[src/hw/rtl/qsfp_pkg.sv]
`default_nettype none

package qsfp_pkg;

   localparam int DATA_W        = 32;  // element width
   localparam int IDX_W         = 5;   // element / stack index
   localparam int CNT_W         = 6;   // fill count, range size, stack depth
   localparam int MAX_ITEMS_DEF = 32;

   localparam logic KIND_PIVOT  = 1'b0;
   localparam logic KIND_SORTED = 1'b1;

   typedef enum logic [4:0] {
      ST_IDLE,
      ST_START,
      ST_POP,
      ST_POP_W,
      ST_PIV_W,
      ST_J_RD,
      ST_J_CHK,
      ST_I_RD,
      ST_I_CHK,
      ST_SWAP,
      ST_PL_RD,
      ST_PL_MV,
      ST_PL_PIV,
      ST_PUSH_R,
      ST_PUSH_L,
      ST_O_RD,
      ST_O_W
   } state_type;

endpackage

`default_nettype wire

[src/hw/rtl/quicksort_first_pivot_sorter_unit.sv]
`default_nettype none

// channel | dir | handshake             | word
// --------+-----+-----------------------+--------------------------------------------
// req     | in  | req_valid / req_ready | req_value, req_is_last
// rsp     | out | rsp_valid / rsp_ready | rsp_kind, rsp_position, rsp_item_value,
//         |     |                       | rsp_final_res
//
// Loading takes one word per cycle; req_ready is high only while loading.
// The sort walks the element memory through its single read port: a compare reads
// a word and then checks it, a swap adds a state for its second write, and each
// range adds pop, pivot fetch, the closing index check, placement and the two
// pushes; ST_START seeds the stack and ST_POP finds it empty. Read-out reads each sorted word, then presents it.
// Reset (synchronous) clears the control state only; memories need no clearing.
// A stalled rsp side freezes the sequencer at the next pivot or sorted word.

module quicksort_first_pivot_sorter_unit
   import qsfp_pkg::*;
#(
   parameter int MAX_ITEMS = MAX_ITEMS_DEF
) (
   input  wire logic                     clock,
   input  wire logic                     reset,

   input  wire logic                     req_valid,
   output logic                          req_ready,
   input  wire logic signed [DATA_W-1:0] req_value,
   input  wire logic                     req_is_last,

   output logic                          rsp_valid,
   input  wire logic                     rsp_ready,
   output logic                          rsp_kind,
   output logic [IDX_W-1:0]              rsp_position,
   output logic signed [DATA_W-1:0]      rsp_item_value,
   output logic                          rsp_final_res
);

   localparam logic [CNT_W-1:0] MAX_CNT = CNT_W'(MAX_ITEMS);

   // ---------------------------------------------------------------------
   // Registers
   // ---------------------------------------------------------------------
   state_type                 state_ff, state_in;
   logic [CNT_W-1:0]          cnt_ff,   cnt_in;    // words loaded so far
   logic [CNT_W-1:0]          n_ff,     n_in;      // words in this run
   logic [CNT_W-1:0]          depth_ff, depth_in;  // pending ranges
   logic [IDX_W-1:0]          lo_ff,    lo_in;
   logic [IDX_W-1:0]          hi_ff,    hi_in;
   logic [IDX_W-1:0]          i_ff,     i_in;
   logic [IDX_W-1:0]          j_ff,     j_in;
   logic [IDX_W-1:0]          p_ff,     p_in;      // read-out index
   logic signed [DATA_W-1:0]  piv_ff,   piv_in;
   logic signed [DATA_W-1:0]  tmp_ff,   tmp_in;    // swap holding word

   logic                      ovld_ff,  ovld_in;
   logic                      okind_ff, okind_in;
   logic [IDX_W-1:0]          opos_ff,  opos_in;
   logic signed [DATA_W-1:0]  oval_ff,  oval_in;
   logic                      ofin_ff,  ofin_in;

   // ---------------------------------------------------------------------
   // Memory ports
   // ---------------------------------------------------------------------
   logic signed [DATA_W-1:0]  elem_mem [MAX_ITEMS];
   logic [2*IDX_W-1:0]        stk_mem  [MAX_ITEMS];

   logic                      mem_we, mem_re;
   logic [IDX_W-1:0]          mem_waddr, mem_raddr;
   logic signed [DATA_W-1:0]  mem_wdata;
   logic signed [DATA_W-1:0]  mem_rdata_ff;

   logic                      stk_we, stk_re;
   logic [IDX_W-1:0]          stk_waddr, stk_raddr;
   logic [2*IDX_W-1:0]        stk_wdata;
   logic [2*IDX_W-1:0]        stk_rdata_ff;

   logic                      out_free;
   logic                      rd_gt_piv;
   logic [CNT_W-1:0]          cnt_load;

   assign out_free  = !ovld_ff || rsp_ready;
   assign rd_gt_piv = mem_rdata_ff > piv_ff;
   assign cnt_load  = (cnt_ff < MAX_CNT) ? cnt_ff + CNT_W'(1) : cnt_ff;

   always_ff @(posedge clock) begin
      if (mem_we) begin
         elem_mem[mem_waddr] <= mem_wdata;
      end
      if (mem_re) begin
         mem_rdata_ff <= elem_mem[mem_raddr];
      end
   end

   always_ff @(posedge clock) begin
      if (stk_we) begin
         stk_mem[stk_waddr] <= stk_wdata;
      end
      if (stk_re) begin
         stk_rdata_ff <= stk_mem[stk_raddr];
      end
   end

   // ---------------------------------------------------------------------
   // Sequencer
   // ---------------------------------------------------------------------
   always_comb begin
      state_in  = state_ff;
      cnt_in    = cnt_ff;
      n_in      = n_ff;
      depth_in  = depth_ff;
      lo_in     = lo_ff;
      hi_in     = hi_ff;
      i_in      = i_ff;
      j_in      = j_ff;
      p_in      = p_ff;
      piv_in    = piv_ff;
      tmp_in    = tmp_ff;

      ovld_in   = ovld_ff && !rsp_ready;
      okind_in  = okind_ff;
      opos_in   = opos_ff;
      oval_in   = oval_ff;
      ofin_in   = ofin_ff;

      mem_we    = 1'b0;
      mem_waddr = '0;
      mem_wdata = '0;
      mem_re    = 1'b0;
      mem_raddr = '0;
      stk_we    = 1'b0;
      stk_waddr = depth_ff[IDX_W-1:0];
      stk_wdata = '0;
      stk_re    = 1'b0;
      stk_raddr = '0;
      req_ready = 1'b0;

      unique case (state_ff)
         ST_IDLE: begin
            req_ready = 1'b1;
            if (req_valid) begin
               if (cnt_ff < MAX_CNT) begin
                  mem_we    = 1'b1;
                  mem_waddr = cnt_ff[IDX_W-1:0];
                  mem_wdata = req_value;
               end
               cnt_in = cnt_load;
               if (req_is_last) begin
                  n_in     = cnt_load;
                  cnt_in   = '0;
                  state_in = ST_START;
               end
            end
         end

         ST_START: begin
            depth_in = '0;
            p_in     = '0;
            if (n_ff >= CNT_W'(2)) begin
               stk_we    = 1'b1;
               stk_waddr = '0;
               stk_wdata = {IDX_W'(0), IDX_W'(n_ff - CNT_W'(1))};
               depth_in  = CNT_W'(1);
               state_in  = ST_POP;
            end else begin
               state_in = ST_O_RD;
            end
         end

         ST_POP: begin
            if (depth_ff == '0) begin
               p_in     = '0;
               state_in = ST_O_RD;
            end else begin
               stk_re    = 1'b1;
               stk_raddr = IDX_W'(depth_ff - CNT_W'(1));
               depth_in  = depth_ff - CNT_W'(1);
               state_in  = ST_POP_W;
            end
         end

         ST_POP_W: begin
            lo_in     = stk_rdata_ff[2*IDX_W-1:IDX_W];
            hi_in     = stk_rdata_ff[IDX_W-1:0];
            i_in      = stk_rdata_ff[2*IDX_W-1:IDX_W];
            j_in      = stk_rdata_ff[IDX_W-1:0];
            mem_re    = 1'b1;
            mem_raddr = stk_rdata_ff[2*IDX_W-1:IDX_W];
            state_in  = ST_PIV_W;
         end

         ST_PIV_W: begin
            piv_in   = mem_rdata_ff;
            state_in = ST_J_RD;
         end

         // right index walks down past words above the pivot
         ST_J_RD: begin
            if (i_ff == j_ff) begin
               state_in = ST_PL_RD;
            end else begin
               mem_re    = 1'b1;
               mem_raddr = j_ff;
               state_in  = ST_J_CHK;
            end
         end

         ST_J_CHK: begin
            if (rd_gt_piv) begin
               j_in     = j_ff - IDX_W'(1);
               state_in = ST_J_RD;
            end else begin
               tmp_in   = mem_rdata_ff;
               state_in = ST_I_RD;
            end
         end

         // left index walks up past words not above the pivot
         ST_I_RD: begin
            if (i_ff == j_ff) begin
               state_in = ST_PL_RD;
            end else begin
               mem_re    = 1'b1;
               mem_raddr = i_ff;
               state_in  = ST_I_CHK;
            end
         end

         ST_I_CHK: begin
            if (!rd_gt_piv) begin
               i_in     = i_ff + IDX_W'(1);
               state_in = ST_I_RD;
            end else begin
               // swap, first half: [i] <= old [j]
               mem_we    = 1'b1;
               mem_waddr = i_ff;
               mem_wdata = tmp_ff;
               tmp_in    = mem_rdata_ff;
               state_in  = ST_SWAP;
            end
         end

         ST_SWAP: begin
            mem_we    = 1'b1;
            mem_waddr = j_ff;
            mem_wdata = tmp_ff;
            state_in  = ST_J_RD;
         end

         // pivot placement: [lo] <= [i], [i] <= pivot
         ST_PL_RD: begin
            mem_re    = 1'b1;
            mem_raddr = i_ff;
            state_in  = ST_PL_MV;
         end

         ST_PL_MV: begin
            mem_we    = 1'b1;
            mem_waddr = lo_ff;
            mem_wdata = mem_rdata_ff;
            state_in  = ST_PL_PIV;
         end

         ST_PL_PIV: begin
            if (out_free) begin
               mem_we    = 1'b1;
               mem_waddr = i_ff;
               mem_wdata = piv_ff;
               ovld_in   = 1'b1;
               okind_in  = KIND_PIVOT;
               opos_in   = i_ff;
               oval_in   = piv_ff;
               ofin_in   = 1'b0;
               state_in  = ST_PUSH_R;
            end
         end

         // right part goes on first so the left part is taken next
         ST_PUSH_R: begin
            if (({1'b0, i_ff} + CNT_W'(1) < {1'b0, hi_ff}) && (depth_ff < MAX_CNT)) begin
               stk_we    = 1'b1;
               stk_wdata = {i_ff + IDX_W'(1), hi_ff};
               depth_in  = depth_ff + CNT_W'(1);
            end
            state_in = ST_PUSH_L;
         end

         ST_PUSH_L: begin
            if (({1'b0, lo_ff} + CNT_W'(1) < {1'b0, i_ff}) && (depth_ff < MAX_CNT)) begin
               stk_we    = 1'b1;
               stk_wdata = {lo_ff, i_ff - IDX_W'(1)};
               depth_in  = depth_ff + CNT_W'(1);
            end
            state_in = ST_POP;
         end

         ST_O_RD: begin
            mem_re    = 1'b1;
            mem_raddr = p_ff;
            state_in  = ST_O_W;
         end

         ST_O_W: begin
            if (out_free) begin
               ovld_in  = 1'b1;
               okind_in = KIND_SORTED;
               opos_in  = p_ff;
               oval_in  = mem_rdata_ff;
               ofin_in  = ({1'b0, p_ff} == n_ff - CNT_W'(1));
               if ({1'b0, p_ff} == n_ff - CNT_W'(1)) begin
                  state_in = ST_IDLE;
               end else begin
                  p_in     = p_ff + IDX_W'(1);
                  state_in = ST_O_RD;
               end
            end
         end

         default: begin
            state_in = ST_IDLE;
         end
      endcase
   end

   always_ff @(posedge clock) begin
      if (reset) begin
         state_ff <= ST_IDLE;
         cnt_ff   <= '0;
         depth_ff <= '0;
         ovld_ff  <= 1'b0;
      end else begin
         state_ff <= state_in;
         cnt_ff   <= cnt_in;
         depth_ff <= depth_in;
         ovld_ff  <= ovld_in;
      end
   end

   always_ff @(posedge clock) begin
      n_ff     <= n_in;
      lo_ff    <= lo_in;
      hi_ff    <= hi_in;
      i_ff     <= i_in;
      j_ff     <= j_in;
      p_ff     <= p_in;
      piv_ff   <= piv_in;
      tmp_ff   <= tmp_in;
      okind_ff <= okind_in;
      opos_ff  <= opos_in;
      oval_ff  <= oval_in;
      ofin_ff  <= ofin_in;
   end

   assign rsp_valid      = ovld_ff;
   assign rsp_kind       = okind_ff;
   assign rsp_position   = opos_ff;
   assign rsp_item_value = oval_ff;
   assign rsp_final_res  = ofin_ff;

   // ---------------------------------------------------------------------
   // Checks
   // ---------------------------------------------------------------------
   a_cnt_bound: assert property (@(posedge clock) disable iff (reset)
      cnt_ff <= MAX_CNT)
      else $error("load count above capacity");

   // pending ranges are disjoint and hold two or more words each
   a_stack_bound: assert property (@(posedge clock) disable iff (reset)
      depth_ff <= MAX_CNT / CNT_W'(2))
      else $error("range stack deeper than possible");

   a_scan_order: assert property (@(posedge clock) disable iff (reset)
      (state_ff == ST_J_RD || state_ff == ST_J_CHK || state_ff == ST_I_RD ||
       state_ff == ST_I_CHK || state_ff == ST_SWAP) |->
      (lo_ff <= i_ff && i_ff <= j_ff && j_ff <= hi_ff))
      else $error("partition indices out of order");

   a_final_sorted: assert property (@(posedge clock) disable iff (reset)
      (rsp_valid && rsp_final_res) |-> (rsp_kind == KIND_SORTED))
      else $error("final flag on a pivot word");

   a_done_idle: assert property (@(posedge clock) disable iff (reset)
      (state_ff == ST_O_W && out_free && ({1'b0, p_ff} == n_ff - CNT_W'(1))) |=>
      (state_ff == ST_IDLE && rsp_final_res && cnt_ff == '0))
      else $error("run did not close on its last sorted word");

endmodule

`default_nettype wire
[config.mk]
export PLATFORM = sky130hd
export DESIGN_NAME = quicksort_first_pivot_sorter_unit
export DESIGN_NICKNAME = d
export VERILOG_FILES = /design/src/hw/rtl/qsfp_pkg.sv /design/src/hw/rtl/quicksort_first_pivot_sorter_unit.sv
export SDC_FILE = /design/constraint.sdc
export NUM_CORES = 2
export LEC_CHECK = 0
export BUFFER_PORTS_ARGS = -buffer_cell sky130_fd_sc_hd__buf_2
export CAP_MARGIN = 20
export CORE_MARGIN = 2
export CORE_UTILIZATION = 40
export CTS_CLUSTER_DIAMETER = 30
export DETAILED_ROUTE_END_ITERATION = 16
export PLACE_DENSITY = 0.64
export SLEW_MARGIN = 30
export SYNTH_ARGS = -nofsm -noshare
export SYNTH_HDL_FRONTEND = slang
export SYNTH_SLANG_ARGS = --single-unit
[constraint.sdc]
create_clock -name clock -period 8.7 [get_ports clock]
set_input_delay 1.74 -clock clock [delete_from_list [all_inputs] [get_ports clock]]
set_output_delay 1.74 -clock clock [all_outputs]
set_load 0.05 [all_outputs]
Word level (Yosys, flattened, before mapping). Memory sizes are Yosys's and may differ from the RTL's. A register that Yosys moved wholly into a read port is not among the register bits. Index checks and enable logic that the tools add are counted. Widths: inputs -> output; s select.

Flip-flop bits (word level): 152. Bits in writable memories: 1344. Logic and storage cells: 175. Memories kept: 2.

Add/sub/neg operators: 10. $lt $le $gt $ge: 6. Eq/ne operators: 31. Multiplexer cells: 82. Reduce and logical (&&, ||, !) cells: 28.

Memories: elem_mem (depth 32, bits a word 32, read ports 1, clocked after Yosys merged registers in 1, write ports 1, RTL line quicksort_first_pivot_sorter_unit.sv:64) `logic signed [DATA_W-1:0] elem_mem [MAX_ITEMS];`; stk_mem (depth 32, bits a word 10, read ports 1, clocked after Yosys merged registers in 1, write ports 1, RTL line quicksort_first_pivot_sorter_unit.sv:65) `logic [2*IDX_W-1:0] stk_mem [MAX_ITEMS];`.

Operators by type and width (count): $mux 32 (8); $pmux 32 s5 (1); $pmux 32 s2 (2); $mux 5 (22); $pmux 5 s16 (1); $pmux 5 s5 (2); $eq 5x4->1 const B (8); $gt 32x32->1 (1); $mux 6 (5); $pmux 10 s3 (1); $pmux 5 s2 (3); $ne 2x2->1 const B (13); $pmux 6 s4 (1); $mux 1 (21); $eq 5x3->1 const B (4); $mux 10 (2); $mux 4 (5); $pmux 5 s3 (1); $add 5x1->6 const B (2); $add 6x1->6 const B (2); $lt 6x5->1 (2); $lt 6x6->1 const B (2); $reduce_and 4->1 (3); $sub 6x1->6 const B (2); 24 further kinds (43).

Logic depth before layout (Yosys ltp).
Depth after elaboration: 7. Depth in mapped cells: 15. Mapped depth without buffers: 11.

Worst setup path after synthesis. Ideal clock, no wire load.

Path type: input to register. From: input port rsp_ready. To: memory elem_mem[12][0] (enable). Library setup time: 0.461 ns. Data arrival time: 5.107 ns. Required time: 8.239 ns. Slack: 3.131 ns. Stages: 7. Path through: nor2b_1 > nor2_1 > clkbuf_1 > a222oi_1 > and2_1 > nand3_1 > nor3_1.

Cells in the longest elaborated chain, start to end: 5. Elaborated cells between the ends (all ways): 7.

Ends and longest elaborated chain: start, declared (RTL line quicksort_first_pivot_sorter_unit.sv:31) `input wire logic rsp_ready,`; $logic_or 1x1->1 (*) (RTL line quicksort_first_pivot_sorter_unit.sv:81) `assign out_free = !ovld_ff || rsp_ready;`; $mux 1 (RTL line quicksort_first_pivot_sorter_unit.sv:264) `if (out_free) begin`; $pmux 1 s4 (RTL line quicksort_first_pivot_sorter_unit.sv:137) `unique case (state_ff)`; $mux 1 (RTL line quicksort_first_pivot_sorter_unit.sv:86) `if (mem_we) begin`; $mux 1 (implied by the code) (RTL line quicksort_first_pivot_sorter_unit.sv:87) `elem_mem[mem_waddr] <= mem_wdata;`; end, declared (RTL line quicksort_first_pivot_sorter_unit.sv:64).

Mark *: on every way between the ends. The rest lies on a longest branch, timed or not.

Worst setup path after layout.
From: register state_ff[1]. To: register mem_rdata_ff[12], read port of elem_mem, data pin.

Cells in the longest elaborated chain, start to end: 3. Elaborated cells between the ends (all ways): 9.

Ends and longest elaborated chain: start, declared (RTL line quicksort_first_pivot_sorter_unit.sv:43) `state_type state_ff, state_in;`; start signal, assigned (RTL line quicksort_first_pivot_sorter_unit.sv:331) `state_ff <= state_in;`; $eq 5x4->1, or another cell as far along (RTL line quicksort_first_pivot_sorter_unit.sv:137); $reduce_or 3->1 (no line) or $reduce_or 2->1 (tied branches); $pmux 1 s2 (RTL line quicksort_first_pivot_sorter_unit.sv:137); end, declared (RTL line quicksort_first_pivot_sorter_unit.sv:70) `logic signed [DATA_W-1:0] mem_rdata_ff;`.

Several ways; a longest one is shown, not always the timed one. A chain may end at the register's enable or synchronous reset.

==> metrics.cfg <==
[outcome]
run_status = finished clean

[timing]
maxSlewHeadroom = 0.319
fmax_mhz = 173
timing.final.setup_violations = 0
timing.hold.ws_ns = 0.508
tns_ns = 0
hold_viol = 0
report.final.slew_viol_count = 0
clock_skew_ns = 0.0893
fin_crit_sh = 0.665
rsz0062_at_grt = false
post-route-worst-setup-slack_ns = 2.91
period_minus_slack_ns = 5.79
worst_pin_slew_ns = 1.02

[layout]
layout.cells.most_common = edfxtp_1
final_nets = 4927
area.growth.synth_to_final_pct = 21.5
layout.cells.most_common_list = edfxtp_1 (1520), nand2_1 (946), clkbuf_16 (325), a31oi_1 (196), and3_1 (175)
antennaDiodeCount = 0
utilization = 0.487
final_design_area_no_fill_um2 = 76900
drive_above_1_share = 0.171

[floorplan]
floorplan.die_area_um2 = 161000
dieWidth_um = 402
initial_utilization = 0.401
num_rows = 146
ports = 78
die_outline_height_um = 402
core_um2 = 158000

[hold_path]
worstHoldPathType = reg2reg
min_from = mem_rdata_ff[23]

[synth]
synth-edff-count = 1520
synth_largest_type_area_fraction = 0.721
ys_seq_elements = 1538
synth_area_leader_cell = edfxtp_1
syn-num-nets = 4748
post_synthesis_instance_area_um2 = 63300
ys_warn_count = 0
synthesis.area_per_instance_um2 = 13.6
synth_seq_area_share = 0.727
post_synth_num_cell_types = 83
gate_count_after_technology_mapping = 4660
post_synth_main_area_contributors = edfxtp_1 (72%), nand2_1 (5.7%), a211oi_1 (2.0%), a31oi_1 (1.9%), and3_1 (1.7%)
synth-main-ff-cell = edfxtp_1
asyncSetResetFlopFracSynth = 0

[clock_network]
clock_pin_slew_worst_setup_and_hold_paths_ns = 0.05
cts_buffers = 316
post_cts_resize_count = 0
clk_latency_ns = 0.91
cts_num_sinks = 1538
cts_max_level = 5
clockBufferDepth = 4
cts.hold.buffers_added = 0
cts_setup_buffers = 0
library_cell_used_as_clock_root_buffer = clkbuf_16
clock_tree_from_tritoncts = yes

[place]
hpwlAfterDp_mm = 103
dp_worst_setup_slack_ns = 3.18
postPlaceCellArea_um2 = 66400
portBuffers = 77
finalWeightedCongestion = 0.885

[setup_path]
worst_ep_required_time_ns = 9.26
regToRegStartpoint = state_ff[1]
crit_chain = nor2b_1, and3_1, a211oi_4, buf_12, nand2_8, buf_12, a211oi_1, a31oi_1, o22ai_1, a211oi_2
cp.buffers_inverters = 2
worst_path_slowest_cell = dfxtp_1
worst-path-max-fanout = 158
cp_data_arrival_time_ns = 6.35
crit_path_end_kind = flop
cp_slowest_stage_delay_ns = 0.92
worstSetupStartpoint = state_ff[1]
crit_path_start_kind = flop
worst_path_most_repeated_cell = buf_12
timing.setup.critical_path_class = reg2reg
worst_path_dominant_cell_family = simple AND/OR/NAND/NOR gates

[grt]
grt_pass1_wl_mm = 270
grt_start_max_net_pins = 159
number_of_antenna_violations_at_the_first_check_in_global_routing = 2
grt_pass1_vias = 40700
globalRouteOverflowTotal = 0
groute.usage.overall = 0.223

[pwr]
powerDensity_nw_per_um2 = 272
p_leak_nw = 26.1
max-vdd-ir-drop_mv = 0.187

[routing]
detail_route.vias_per_cell = 5.90
dr_total_vias = 42200
drc = 0
routed_wirelength_mm = 184
drt_pre_antenna_iters = 7
wire_per_inst_um = 25.8
detail_route.iter0.violations = 5108
ant_nets = 0

[flow_run]
max_cap_violations = 0

-- report_power, final --
| part | internal, mW | switching, mW |
|---|---|---|
| logic | 0.187 | 0.594 |
| registers | 8.31 | 0.0391 |
| clock network | 7.95 | 3.87 |
-- path summary, 6_finish.rpt --
path,end,slack [ns],cells after the start
setup reg to reg,mem_rdata_ff[12],2.91,10
hold reg to reg,piv_ff[23],0.51,0
hold / removal,piv_ff[23],0.51,0
setup / recovery,mem_rdata_ff[12],2.91,10
-- flip-flops by register name (all words and copies together), names as in the netlist, 6 cells and up --
register / flops
piv_ff: 32
elem_mem: 1024
stk_mem: 320
rsp_item_value: 32
tmp_ff: 32
cnt_ff: 6
depth_ff: 6
n_ff: 6
mem_rdata_ff: 32
stk_rdata_ff: 10
-- cells by family (layout without fill, tap and decap cells) --
family                   after synthesis  in the layout  synth area share
flip-flops                          1538           1538             0.727
adder cells (fa/ha/maj)               51             51            0.0101
AO/OA/AOI/OAI                        983            983             0.111
buffers and inverters                393            809            0.0275
multiplexers                          37             37           0.00593
XOR/XNOR                              36             36           0.00498
AND/OR/NAND/NOR                     1622           1622             0.114
-- area by class of cell --
class / count / area, um^2
fillers: 13100 / 80900
flip-flops and latches: 1538 / 46000
multi-input cells: 2729 / 16100
clock buffers: 352 / 8270
well taps: 2072 / 2590
clock inverters: 203 / 2200
repair buffers: 195 / 1490
inverters: 59 / 221
-- synthesized netlist by cell type, types with 69 or more instances --
cell and count:
edfxtp_1 1520, nand2_1 968, clkbuf_1 200, a31oi_1 196, and3_1 175, a211oi_1 165
nand3_1 143, o21ai_0 113, nor2_1 109, a21oi_1 104, nor3_1 92, buf_2 83
o211ai_1 75, o22ai_1 69
-- metal layers --
metal / GRT usage / vias to the layer above / routed length, um
li1: - / 18300 / -
met3: 0.0547 / 359 / 19700
met4: 0.0810 / 4 / 5880
met5: 0 / - / 27
met2: 0.338 / 2423 / 83500
met1: 0.313 / 21000 / 75100
-- per-stage QoR --
step / power (mW) / cells
2_1_floorplan: 8.91 / 4660
3_3_place_gp: 9.24 / 6583
3_5_place_dp: 9.25 / 6592
4_1_cts: 21.0 / 7147
5_1_grt: 21.5 / 7148
6_report: 20.9 / 7148
Power figures use the tool's default switching activity.
